File: src/sv/lru_pkg.sv
package lru_pkg;

    localparam int CFG_W         = 4;
    localparam int PAGE_PORT_W   = 16;
    localparam int FRAME_INDEX_W = 3;
    localparam int COUNT_W       = 32;

    localparam logic [CFG_W-1:0]   CFG_RESET = 4'd8;
    localparam logic [COUNT_W-1:0] COUNT_MAX = 32'hFFFF_FFFF;

    typedef enum logic [1:0] {
        ST_IDLE,
        ST_SCAN,
        ST_WRITE
    } state_t;

endpackage

File: src/sv/lru_page_replacement.sv
// LRU page replacement tracker. Each request carries one page number; the block
// answers with one result: hit or fault, the frame that holds the page afterward,
// the page evicted (if any) and saturating hit and fault totals. Frame pages and
// last-use stamps live in a single-port synchronous memory that is scanned one
// frame per cycle over the n frames in use (frames_in_use, 0 taken as 1, clamped
// to FRAMES): each frame read is registered and then compared, then the chosen
// frame is written back once the output register is free, and the block returns
// to idle to take the next request. A finished result sits
// in the output register while the next request is taken and scanned. Frame
// valid bits are flip-flops cleared at reset; frames_in_use resets to 8 and may be
// written only while no request is in flight.
module lru_page_replacement
    import lru_pkg::*;
#(
    parameter int FRAMES    = 8,
    parameter int PAGE_BITS = 16
)
(
    input  logic                     clk,
    input  logic                     rst_n,

    input  logic                     cfg_valid,
    output logic                     cfg_ready,
    input  logic [CFG_W-1:0]         frames_in_use,

    input  logic                     in_valid,
    output logic                     in_ready,
    input  logic [PAGE_PORT_W-1:0]   page_number,

    output logic                     out_valid,
    input  logic                     out_ready,
    output logic                     hit,
    output logic [FRAME_INDEX_W-1:0] frame_index,
    output logic                     evicted_valid,
    output logic [PAGE_PORT_W-1:0]   evicted_page,
    output logic [COUNT_W-1:0]       hit_count,
    output logic [COUNT_W-1:0]       fault_count
);

    localparam int IW = $clog2(FRAMES);
    localparam int CW = IW + 1;

    state_t state_reg, state_next;

    logic [CFG_W-1:0]     cfg_reg;
    logic [FRAMES-1:0]    valid_reg;
    logic [COUNT_W-1:0]   req_reg;
    logic [COUNT_W-1:0]   hit_total_reg;
    logic [COUNT_W-1:0]   fault_total_reg;
    logic [PAGE_BITS-1:0] page_reg;

    logic [PAGE_BITS-1:0] page_mem [FRAMES];
    logic [COUNT_W-1:0]   lu_mem   [FRAMES];
    logic [PAGE_BITS-1:0] rd_page_reg;
    logic [COUNT_W-1:0]   rd_lu_reg;

    logic [CW-1:0]        issue_reg;
    logic                 cmp_valid_reg;
    logic [IW-1:0]        cmp_idx_reg;

    logic                 found_reg;
    logic [IW-1:0]        hit_slot_reg;
    logic                 empty_reg;
    logic [IW-1:0]        empty_slot_reg;
    logic [COUNT_W-1:0]   min_lu_reg;
    logic [IW-1:0]        min_slot_reg;
    logic [PAGE_BITS-1:0] min_page_reg;

    logic                     out_valid_reg;
    logic                     hit_reg;
    logic [FRAME_INDEX_W-1:0] frame_index_reg;
    logic                     evicted_valid_reg;
    logic [PAGE_PORT_W-1:0]   evicted_page_reg;

    logic [CW-1:0]        n_active;
    logic                 issue_live;
    logic                 cmp_last;
    logic                 e_valid;
    logic                 e_hit;
    logic                 first;
    logic [IW-1:0]        slot;
    logic                 commit;
    logic                 accept;
    logic [31:0]          slot_ext;
    logic [63:0]          min_page_ext;

    always_comb
    begin
        if (cfg_reg == '0)
        begin
            n_active = CW'(1);
        end
        else if (32'(cfg_reg) > FRAMES)
        begin
            n_active = CW'(FRAMES);
        end
        else
        begin
            n_active = CW'(cfg_reg);
        end
    end

    assign issue_live   = (state_reg == ST_SCAN) && (issue_reg < n_active);
    assign cmp_last     = cmp_valid_reg && ((CW'(cmp_idx_reg) + CW'(1)) == n_active);
    assign e_valid      = valid_reg[cmp_idx_reg];
    assign e_hit        = e_valid && (rd_page_reg == page_reg);
    assign first        = (cmp_idx_reg == '0);
    assign slot         = found_reg ? hit_slot_reg : (empty_reg ? empty_slot_reg : min_slot_reg);
    assign slot_ext     = 32'(slot);
    assign min_page_ext = 64'(min_page_reg);
    assign accept       = in_valid && in_ready;

    always_ff @(posedge clk or negedge rst_n)
    begin
        if (!rst_n)
        begin
            state_reg <= ST_IDLE;
        end
        else
        begin
            state_reg <= state_next;
        end
    end

    always_comb
    begin
        state_next = state_reg;
        in_ready   = 1'b0;
        commit     = 1'b0;
        case (state_reg)
            ST_IDLE:
            begin
                in_ready = 1'b1;
                if (in_valid)
                begin
                    state_next = ST_SCAN;
                end
            end
            ST_SCAN:
            begin
                if (cmp_last)
                begin
                    state_next = ST_WRITE;
                end
            end
            ST_WRITE:
            begin
                if (!out_valid_reg || out_ready)
                begin
                    commit     = 1'b1;
                    state_next = ST_IDLE;
                end
            end
            default:
            begin
                state_next = ST_IDLE;
            end
        endcase
    end

    // control and counters
    always_ff @(posedge clk or negedge rst_n)
    begin
        if (!rst_n)
        begin
            cfg_reg         <= CFG_RESET;
            valid_reg       <= '0;
            req_reg         <= '0;
            hit_total_reg   <= '0;
            fault_total_reg <= '0;
            issue_reg       <= '0;
            cmp_valid_reg   <= 1'b0;
            out_valid_reg   <= 1'b0;
        end
        else
        begin
            if (cfg_valid)
            begin
                cfg_reg <= frames_in_use;
            end
            if (accept)
            begin
                issue_reg <= '0;
            end
            else if (issue_live)
            begin
                issue_reg <= issue_reg + CW'(1);
            end
            cmp_valid_reg <= issue_live;
            if (out_valid_reg && out_ready && !commit)
            begin
                out_valid_reg <= 1'b0;
            end
            if (commit)
            begin
                valid_reg[slot] <= 1'b1;
                req_reg         <= req_reg + COUNT_W'(1);
                out_valid_reg   <= 1'b1;
                if (found_reg)
                begin
                    if (hit_total_reg != COUNT_MAX)
                    begin
                        hit_total_reg <= hit_total_reg + COUNT_W'(1);
                    end
                end
                else if (fault_total_reg != COUNT_MAX)
                begin
                    fault_total_reg <= fault_total_reg + COUNT_W'(1);
                end
            end
        end
    end

    // frame memory: read one frame per scan cycle, write back once per request
    always_ff @(posedge clk)
    begin
        if (issue_live)
        begin
            rd_page_reg <= page_mem[issue_reg[IW-1:0]];
            rd_lu_reg   <= lu_mem[issue_reg[IW-1:0]];
        end
        if (commit)
        begin
            page_mem[slot] <= page_reg;
            lu_mem[slot]   <= req_reg;
        end
    end

    // scan datapath and result register
    always_ff @(posedge clk)
    begin
        if (accept)
        begin
            page_reg <= PAGE_BITS'(page_number);
        end
        cmp_idx_reg <= issue_reg[IW-1:0];
        if (cmp_valid_reg)
        begin
            if (first)
            begin
                found_reg      <= e_hit;
                hit_slot_reg   <= cmp_idx_reg;
                empty_reg      <= !e_valid;
                empty_slot_reg <= cmp_idx_reg;
                min_lu_reg     <= rd_lu_reg;
                min_slot_reg   <= cmp_idx_reg;
                min_page_reg   <= rd_page_reg;
            end
            else
            begin
                if (!found_reg && e_hit)
                begin
                    found_reg    <= 1'b1;
                    hit_slot_reg <= cmp_idx_reg;
                end
                if (!empty_reg && !e_valid)
                begin
                    empty_reg      <= 1'b1;
                    empty_slot_reg <= cmp_idx_reg;
                end
                if (rd_lu_reg < min_lu_reg)
                begin
                    min_lu_reg   <= rd_lu_reg;
                    min_slot_reg <= cmp_idx_reg;
                    min_page_reg <= rd_page_reg;
                end
            end
        end
        if (commit)
        begin
            hit_reg           <= found_reg;
            frame_index_reg   <= slot_ext[FRAME_INDEX_W-1:0];
            evicted_valid_reg <= !found_reg && !empty_reg;
            evicted_page_reg  <= (!found_reg && !empty_reg) ?
                                 min_page_ext[PAGE_PORT_W-1:0] : '0;
        end
    end

    assign cfg_ready     = 1'b1;
    assign out_valid     = out_valid_reg;
    assign hit           = hit_reg;
    assign frame_index   = frame_index_reg;
    assign evicted_valid = evicted_valid_reg;
    assign evicted_page  = evicted_page_reg;
    assign hit_count     = hit_total_reg;
    assign fault_count   = fault_total_reg;

    a_result_from_write: assert property (@(posedge clk) disable iff (!rst_n)
        $rose(out_valid_reg) |-> $past(state_reg == ST_WRITE))
        else $error("result appeared without a write-back");

    a_hit_no_evict: assert property (@(posedge clk) disable iff (!rst_n)
        out_valid_reg |-> !(hit_reg && evicted_valid_reg))
        else $error("hit reported with an eviction");

    a_totals_on_commit: assert property (@(posedge clk) disable iff (!rst_n)
        (hit_total_reg != $past(hit_total_reg) || fault_total_reg != $past(fault_total_reg))
        |-> $past(commit))
        else $error("totals changed outside write-back");

    a_one_request_counted: assert property (@(posedge clk) disable iff (!rst_n)
        commit |=> !(hit_total_reg != $past(hit_total_reg)
                     && fault_total_reg != $past(fault_total_reg)))
        else $error("request counted as both hit and fault");

endmodule
File: config.mk
export PLATFORM = sky130hd
export DESIGN_NAME = lru_page_replacement
export DESIGN_NICKNAME = d
export VERILOG_FILES = /design/src/sv/lru_pkg.sv /design/src/sv/lru_page_replacement.sv
export SDC_FILE = /design/constraint.sdc
export NUM_CORES = 1
export LEC_CHECK = 0
export BUFFER_PORTS_ARGS = -buffer_cell sky130_fd_sc_hd__buf_2
export CAP_MARGIN = 20
export CORE_AREA = 5 5 213 318
export DETAILED_ROUTE_END_ITERATION = 8
export DIE_AREA = 0 0 218 323
export PLACE_DENSITY = 0.62
export SYNTH_ARGS = -nofsm -noshare
export SYNTH_HDL_FRONTEND = slang
export SYNTH_SLANG_ARGS = --single-unit
File: constraint.sdc
create_clock -name clk -period 8.5 [get_ports clk]
set_input_delay 0.425 -clock clk [delete_from_list [all_inputs] [get_ports clk]]
set_output_delay 0.425 -clock clk [all_outputs]
set_load 0.05 [all_outputs]
# Word-level counts from Yosys, hierarchy flattened
# Memories as Yosys holds them, arrays and structs flattened. A register that Yosys moved wholly into a read port is not among the register bits.
# Index checks and enable logic that the tools add are counted.
word_totals:
  ram_bits: 384
  inputBits: 25
  reg_bits: 215
  memories: 2
  output_inout_bits: 88
  elab_cells: 111
classes:
  n_reduce_logical: 30
  bitwise_logic: 2
  muxes: 35
  eq_ne: 9
  order_cmp: 6
  addsub: 5
memory_table:
  columns: ["name", "words", "word_bits", "rd", "rd_ports_with_merged_regs", "write_ports", "line_no", "source"]
  rows:
  - ["lu_mem", 8, 32, 1, 1, 1, "lru_page_replacement.sv:53", "logic [COUNT_W-1:0] lu_mem [FRAMES];"]
  - ["page_mem", 8, 16, 1, 1, 1, "lru_page_replacement.sv:52", "logic [PAGE_BITS-1:0] page_mem [FRAMES];"]
ops:
  columns: ["cell", "count"]
  rows:
  - ["$add A32 B1 Y32 const B", 3]
  - ["$mux W32", 2]
  - ["$ne A32 B32 Y1 const B", 2]
  - ["$lt A32 B32 Y1", 1]
  - ["$mux W16", 2]
  - ["$mux W3", 8]
  - ["$eq A16 B16 Y1", 1]
  - ["$mux W4", 4]
  - ["$mux W1", 13]
  - ["$logic_and A1 B1 Y1", 10]
  - ["$reduce_bool A2 Y1", 5]
  - ["$reduce_and A3 Y1", 3]
  - ["$lt A3 B4 Y1 const B", 2]
  - ["$or A8 B8 Y8", 1]
  - ["$mux W2", 3]
  - ["$ne A2 B2 Y1 const B", 3]
  - ["$pmux W2 S3", 1]
  - ["$reduce_and A2 Y1", 3]
  - ["$logic_not A1 Y1", 5]
  - ["$add A3 B1 Y4 const B", 1]
  - ["$add A4 B1 Y4 const B", 1]
  - ["$eq A4 B4 Y1", 1]
  - ["$gt A4 B4 Y1 const B", 1]
  - ["$logic_not A4 Y1", 1]
  - ["10 further kinds", 10]

# Logic depth before layout (Yosys ltp)
logic_depth:
  word_depth: 8
  mapped_depth: 9
  depth_no_buf: 8

# Worst setup path before layout
# No wires, ideal clock.
synth_path:
  path_type: "register -> register"
  startpoint: "reg rd_lu_reg[30] (read register of lu_mem)"
  endpoint: "reg min_lu_reg[0] (enable)"
  path_stages_with_launch: 7
  required_ps: 7964
  t_arrival_ps: 5036
  synth_period_minus_slack_ps: 5573
  n_path_buf: 0
  slack_ps: 2927
  setup_ps: 536
  path_cell_list: "edfxtp_1 > ha_1 > a21oi_1 > nand2_1 > a221oi_1 > nor2_1 > a211oi_1"
synth_via:
  elab_chain_len: 3
synth_rtl:
  columns: ["element", "line_no", "source"]
  rows:
  - ["from (decl)", "lru_page_replacement.sv:55", "logic [COUNT_W-1:0] rd_lu_reg;"]
  - ["$lt A32 B32 Y1", "lru_page_replacement.sv:261", "if (rd_lu_reg < min_lu_reg)"]
  - ["$reduce_bool A2 Y1 (no source line)", null, null]
  - ["$reduce_and A2 Y1 (no source line)", null, null]
  - ["to (signal assigned)", "lru_page_replacement.sv:245", "min_lu_reg <= rd_lu_reg;"]
  - ["to (signal assigned)", "lru_page_replacement.sv:263", "min_lu_reg <= rd_lu_reg;"]
  - ["to (decl)", "lru_page_replacement.sv:65", "logic [COUNT_W-1:0] min_lu_reg;"]
# Every way passes these cells.
# A chain may end at the register's enable or synchronous reset.

# Worst setup path in the final report
layout_path:
  startpoint: "reg issue_reg[0]"
  endpoint: "reg rd_page_reg[1] (read register of page_mem) (data pin)"
layout_via:
  elab_chain_len: 2
layout_rtl:
  columns: ["element", "line_no", "source"]
  rows:
  - ["from (decl)", "lru_page_replacement.sv:57", "logic [CW-1:0] issue_reg;"]
  - ["from (signal assigned)", "lru_page_replacement.sv:187", "issue_reg <= issue_reg + CW'(1);"]
  - ["$lt A4 B4 Y1", "lru_page_replacement.sv:103", "assign issue_live = (state_reg == ST_SCAN) && (issue_reg < n_active);"]
  - ["$logic_and A1 B1 Y1", "lru_page_replacement.sv:103", null]
  - ["to (decl)", "lru_page_replacement.sv:54", "logic [PAGE_BITS-1:0] rd_page_reg;"]
# Several ways; a longest one is shown, not always the timed one.

==> results.toml <==
[run_status]
outcome = "complete, no violations"

[timing]
unrepaired_setup_endpoints_after_global_routing = "no"
min_period_ns = 3.419
fin_hold_ws_ns = 0.04898
postLayoutSetupSlackWorst_ns = 5.081
clock_skew_ns = 0.02672
fin_setup_tns_ns = 0
timing_worst_slew_pin_value_ns = 1.088
timing_hold_violations_final = 0
timing_max_transition_violations_final = 0
post-route-period-util_pct = 40.22
max_freq_mhz = 292.5
timing.slew.headroom_pct = 26.83
final-setup-viol-count = 0

[worst_setup_path]
worstPathArrival_ns = 3.78
worst_setup_path_start_kind = "register"
crit_family = "buffers and inverters"
crit-reg2reg-capture = "rd_page_reg[1]$_DFFE_PP_"
endpoint = "rd_page_reg[1]$_DFFE_PP_"
most_numerous_cell_on_the_critical_path = "sky130_fd_sc_hd__buf_4"
critical_r2r_launch = "issue_reg[0]$_DFFE_PN0P_"
timing.setup.critical_path_class = "register to register"
path_cells = "buf_4 -> buf_4 -> mux4_2 -> mux2_2"
slowest_stage_cell_cp = "sky130_fd_sc_hd__dfrtp_4"
reg2regPathDepth = 4
worstPathBufferInverterCount = 2
worstSetupStartpoint = "issue_reg[0]$_DFFE_PN0P_"
worst-path-stages = 4
path_max_fanout = 42
ff2ff_setup_slack_ns = 5.08
worstPathRequired_ns = 8.86
timing.critical_path.to_type = "register"
worst_path_largest_cell_delay_ns = 0.81

[floorplan]
core_region_area_sq_mm = 0.06447
die_area_sq_mm = 0.07041
die_height_um = 323
floorplan.rows = 114
fp.dieW_um = 218
pin_count = 113
initial_core_util_pct = 39.59

[layout]
layout.filler_cells = 5520
fin_util_pct = 45.62
share_of_post_route_cells_with_drive_strength_above_1_pct = 25.86
regMostFlops = "lu_mem"
num-nets-final = 1624
largest_registers = "lu_mem (256), page_mem (128)"
largest_register_ffs = 256
syn_to_final_growth_pct = 15.21
stdcell_count = 2476

[global_routing]
maximum_number_of_pins_on_one_net_before_global_route_repair = 62
grt_util_all_layers_pct = 14.73
gr-total-overflow = 0
grt_first_pass_wirelength_um = 80650
initial_antenna_violation_count = 3
grt_pass1_vias = 13510

[job]
cap_violations = 0

[detailed_routing]
routed-via-count = 12740
drt_iter0_drc = 939
vias_per_cell = 5.145
antenna_violating_nets_post_route = 0
drt_pre_antenna_iters = 6
drc = 0
drt-wirelength-per-cell_um = 20.87
drt-total-wl_um = 51660

[yosys]
synth_top_cell_area_share_pct = 62.11
synth_sequential_area_ratio_pct = 73.72
prevailing_post_synth_register_cell = "sky130_fd_sc_hd__edfxtp_1"
synth.cell_area_sq_mm = 0.02553
post_synth_inst_count = 1394
post-synth-top-count-cell = "sky130_fd_sc_hd__edfxtp_1"
post_synth.cell_area_avg_sq_um = 18.31
yosys-top-cells-area = "sky130_fd_sc_hd__edfxtp_1, sky130_fd_sc_hd__dfrtp_1, sky130_fd_sc_hd__mux4_2"
synth_cell_type_count = 57
synth_nets = 1459
yosys-top-cells-count = "sky130_fd_sc_hd__edfxtp_1, sky130_fd_sc_hd__dfrtp_1, sky130_fd_sc_hd__mux4_2, sky130_fd_sc_hd__xnor2_1, sky130_fd_sc_hd__nand2_1"
post-synth-top-area-cell = "sky130_fd_sc_hd__edfxtp_1"
synth_edf_count = 528
yosysWarnings = 0
synth_async_sr_flop_share_pct = 17.93
ys_ff_latch = 647

[power_and_ir_drop]
power_density_mw_per_mm2 = 310.9
peak_ir_drop_on_the_vdd_network_mv = 0.2261
p_leak_uw = 0.01061

[cts]
postCtsResizedCells = 0
clk-insertion-delay-late_ns = 0.62
clk_pin_slew_worst_paths_ns = 0.06
ctsLongestPathBuffers = 3
cts-root-buf = "sky130_fd_sc_hd__clkbuf_16"
clock_sinks = 647
number_of_buffers_created_by_cts = 61
tritoncts = "done"
htreeDepth = 2

[place]
dp.cells = 2352
detailedPlace.worstSlack_ns = 4.887
dp.final_hpwl_um = 29170
placer_congestion_estimate = 0.7723
port-buffer-count = 111

[worst_hold_path]
holdCritPathClass = "input port to register"
stage by stage:
step,instance area (sq um),power [uW]
floorplan,25530,5883
global placement,27220,6465
detailed placement,27220,6507
CTS,29410,9294
global route,29410,9603
finish,29410,9144
report_power, final:
| part | internal [uW] | switching (uW) |
|---|---|---|
| registers | 4060 | 320 |
| clock network | 1600 | 1150 |
| logic | 934 | 1080 |
cell usage in the layout, fill, tap and decap left out, drive strengths merged, types with 2 or more instances in the layout:
master,Yosys,layout
clkinv,0,12
mux2,55,55
nor2b,3,3
mux4,98,98
nand2,61,61
o21ai,15,15
nand2b,9,9
a31oi,2,2
clkbuf,24,84
nor2,41,41
or4,2,2
nor3,15,15
xor2,21,21
nand4,51,51
ha,40,40
a21oi,14,14
xnor2,88,88
or2,12,12
o211ai,2,2
buf,17,129
nor3b,3,3
mux2i,5,5
and2,21,21
a221oi,2,2
inv,41,43
nor4,6,6
a211oi,2,2
and4,13,13
dlygate4sd3,0,14
clkinvlp,0,5
dfxtp,3,3
bufinv,0,6
o21a,5,5
nand3,43,43
and3,25,25
dfrtp,115,115
edfxtp,528,528
cell families after synthesis:
logic type	synth area share (%)
buf+inv	1.304
mux	11.27
fa+ha+maj	1.961
other cells	0.01469
xor+xnor	3.740
compound gates	1.245
flops	73.72
simple gates	6.745
how the worst min path moves through the flow:
stage,start,endpoint,slack [ns],cells past startpoint
after floorplan,rst_n,cfg_reg[0]$_DFFE_PN0P_,0.13,0
after global placement,rd_lu_reg[9]$_DFFE_PP_,min_lu_reg[9]$_DFFE_PP_,0.44,0
after detailed placement,rd_lu_reg[0]$_DFFE_PP_,min_lu_reg[0]$_DFFE_PP_,0.43,0
after CTS,frames_in_use[2],cfg_reg[2]$_DFFE_PN0P_,0.01,2
after global routing,frames_in_use[0],cfg_reg[0]$_DFFE_PN0P_,0.03,2
final,frames_in_use[3],cfg_reg[3]$_DFFE_PN1P_,0.05,3
repair_timing:
action / CTS / global route
hold buffers: 14 / 0
buffers inserted: 0 / 0
hold endpoints to repair: 67 / 0
routing by layer:
layer	GRT usage [%]	up-vias	routed length (um)	part of all wire, %
met4	3.812	0	1050	2.0
met1	18.80	6611	21170	41
met2	26.50	296	27050	52
li1	-	5754	-	-
met3	2.163	79	2391	4.6
met5	0	-	0	0
tightest hold or removal path: cells and delay by family:
family	cells	cell delay, ns
AO/OA/AOI/OAI	1	0.08
AND/OR/NAND/NOR	1	0.04
buffers and inverters	1	0.07
final cells by class:
type	instances	area (sq um)	area share [%]
inverters	41	153.9	0.5233
diodes	1	2.502	0.008509
clock inverters	25	309.0	1.051
multi-input cells	665	6461	21.97
flip-flops and latches	647	18830	64.02
repair buffers	143	833.3	2.833
clock buffers	84	1733	5.892
well taps	870	1089	3.701
Power figures use the tool's default switching activity.
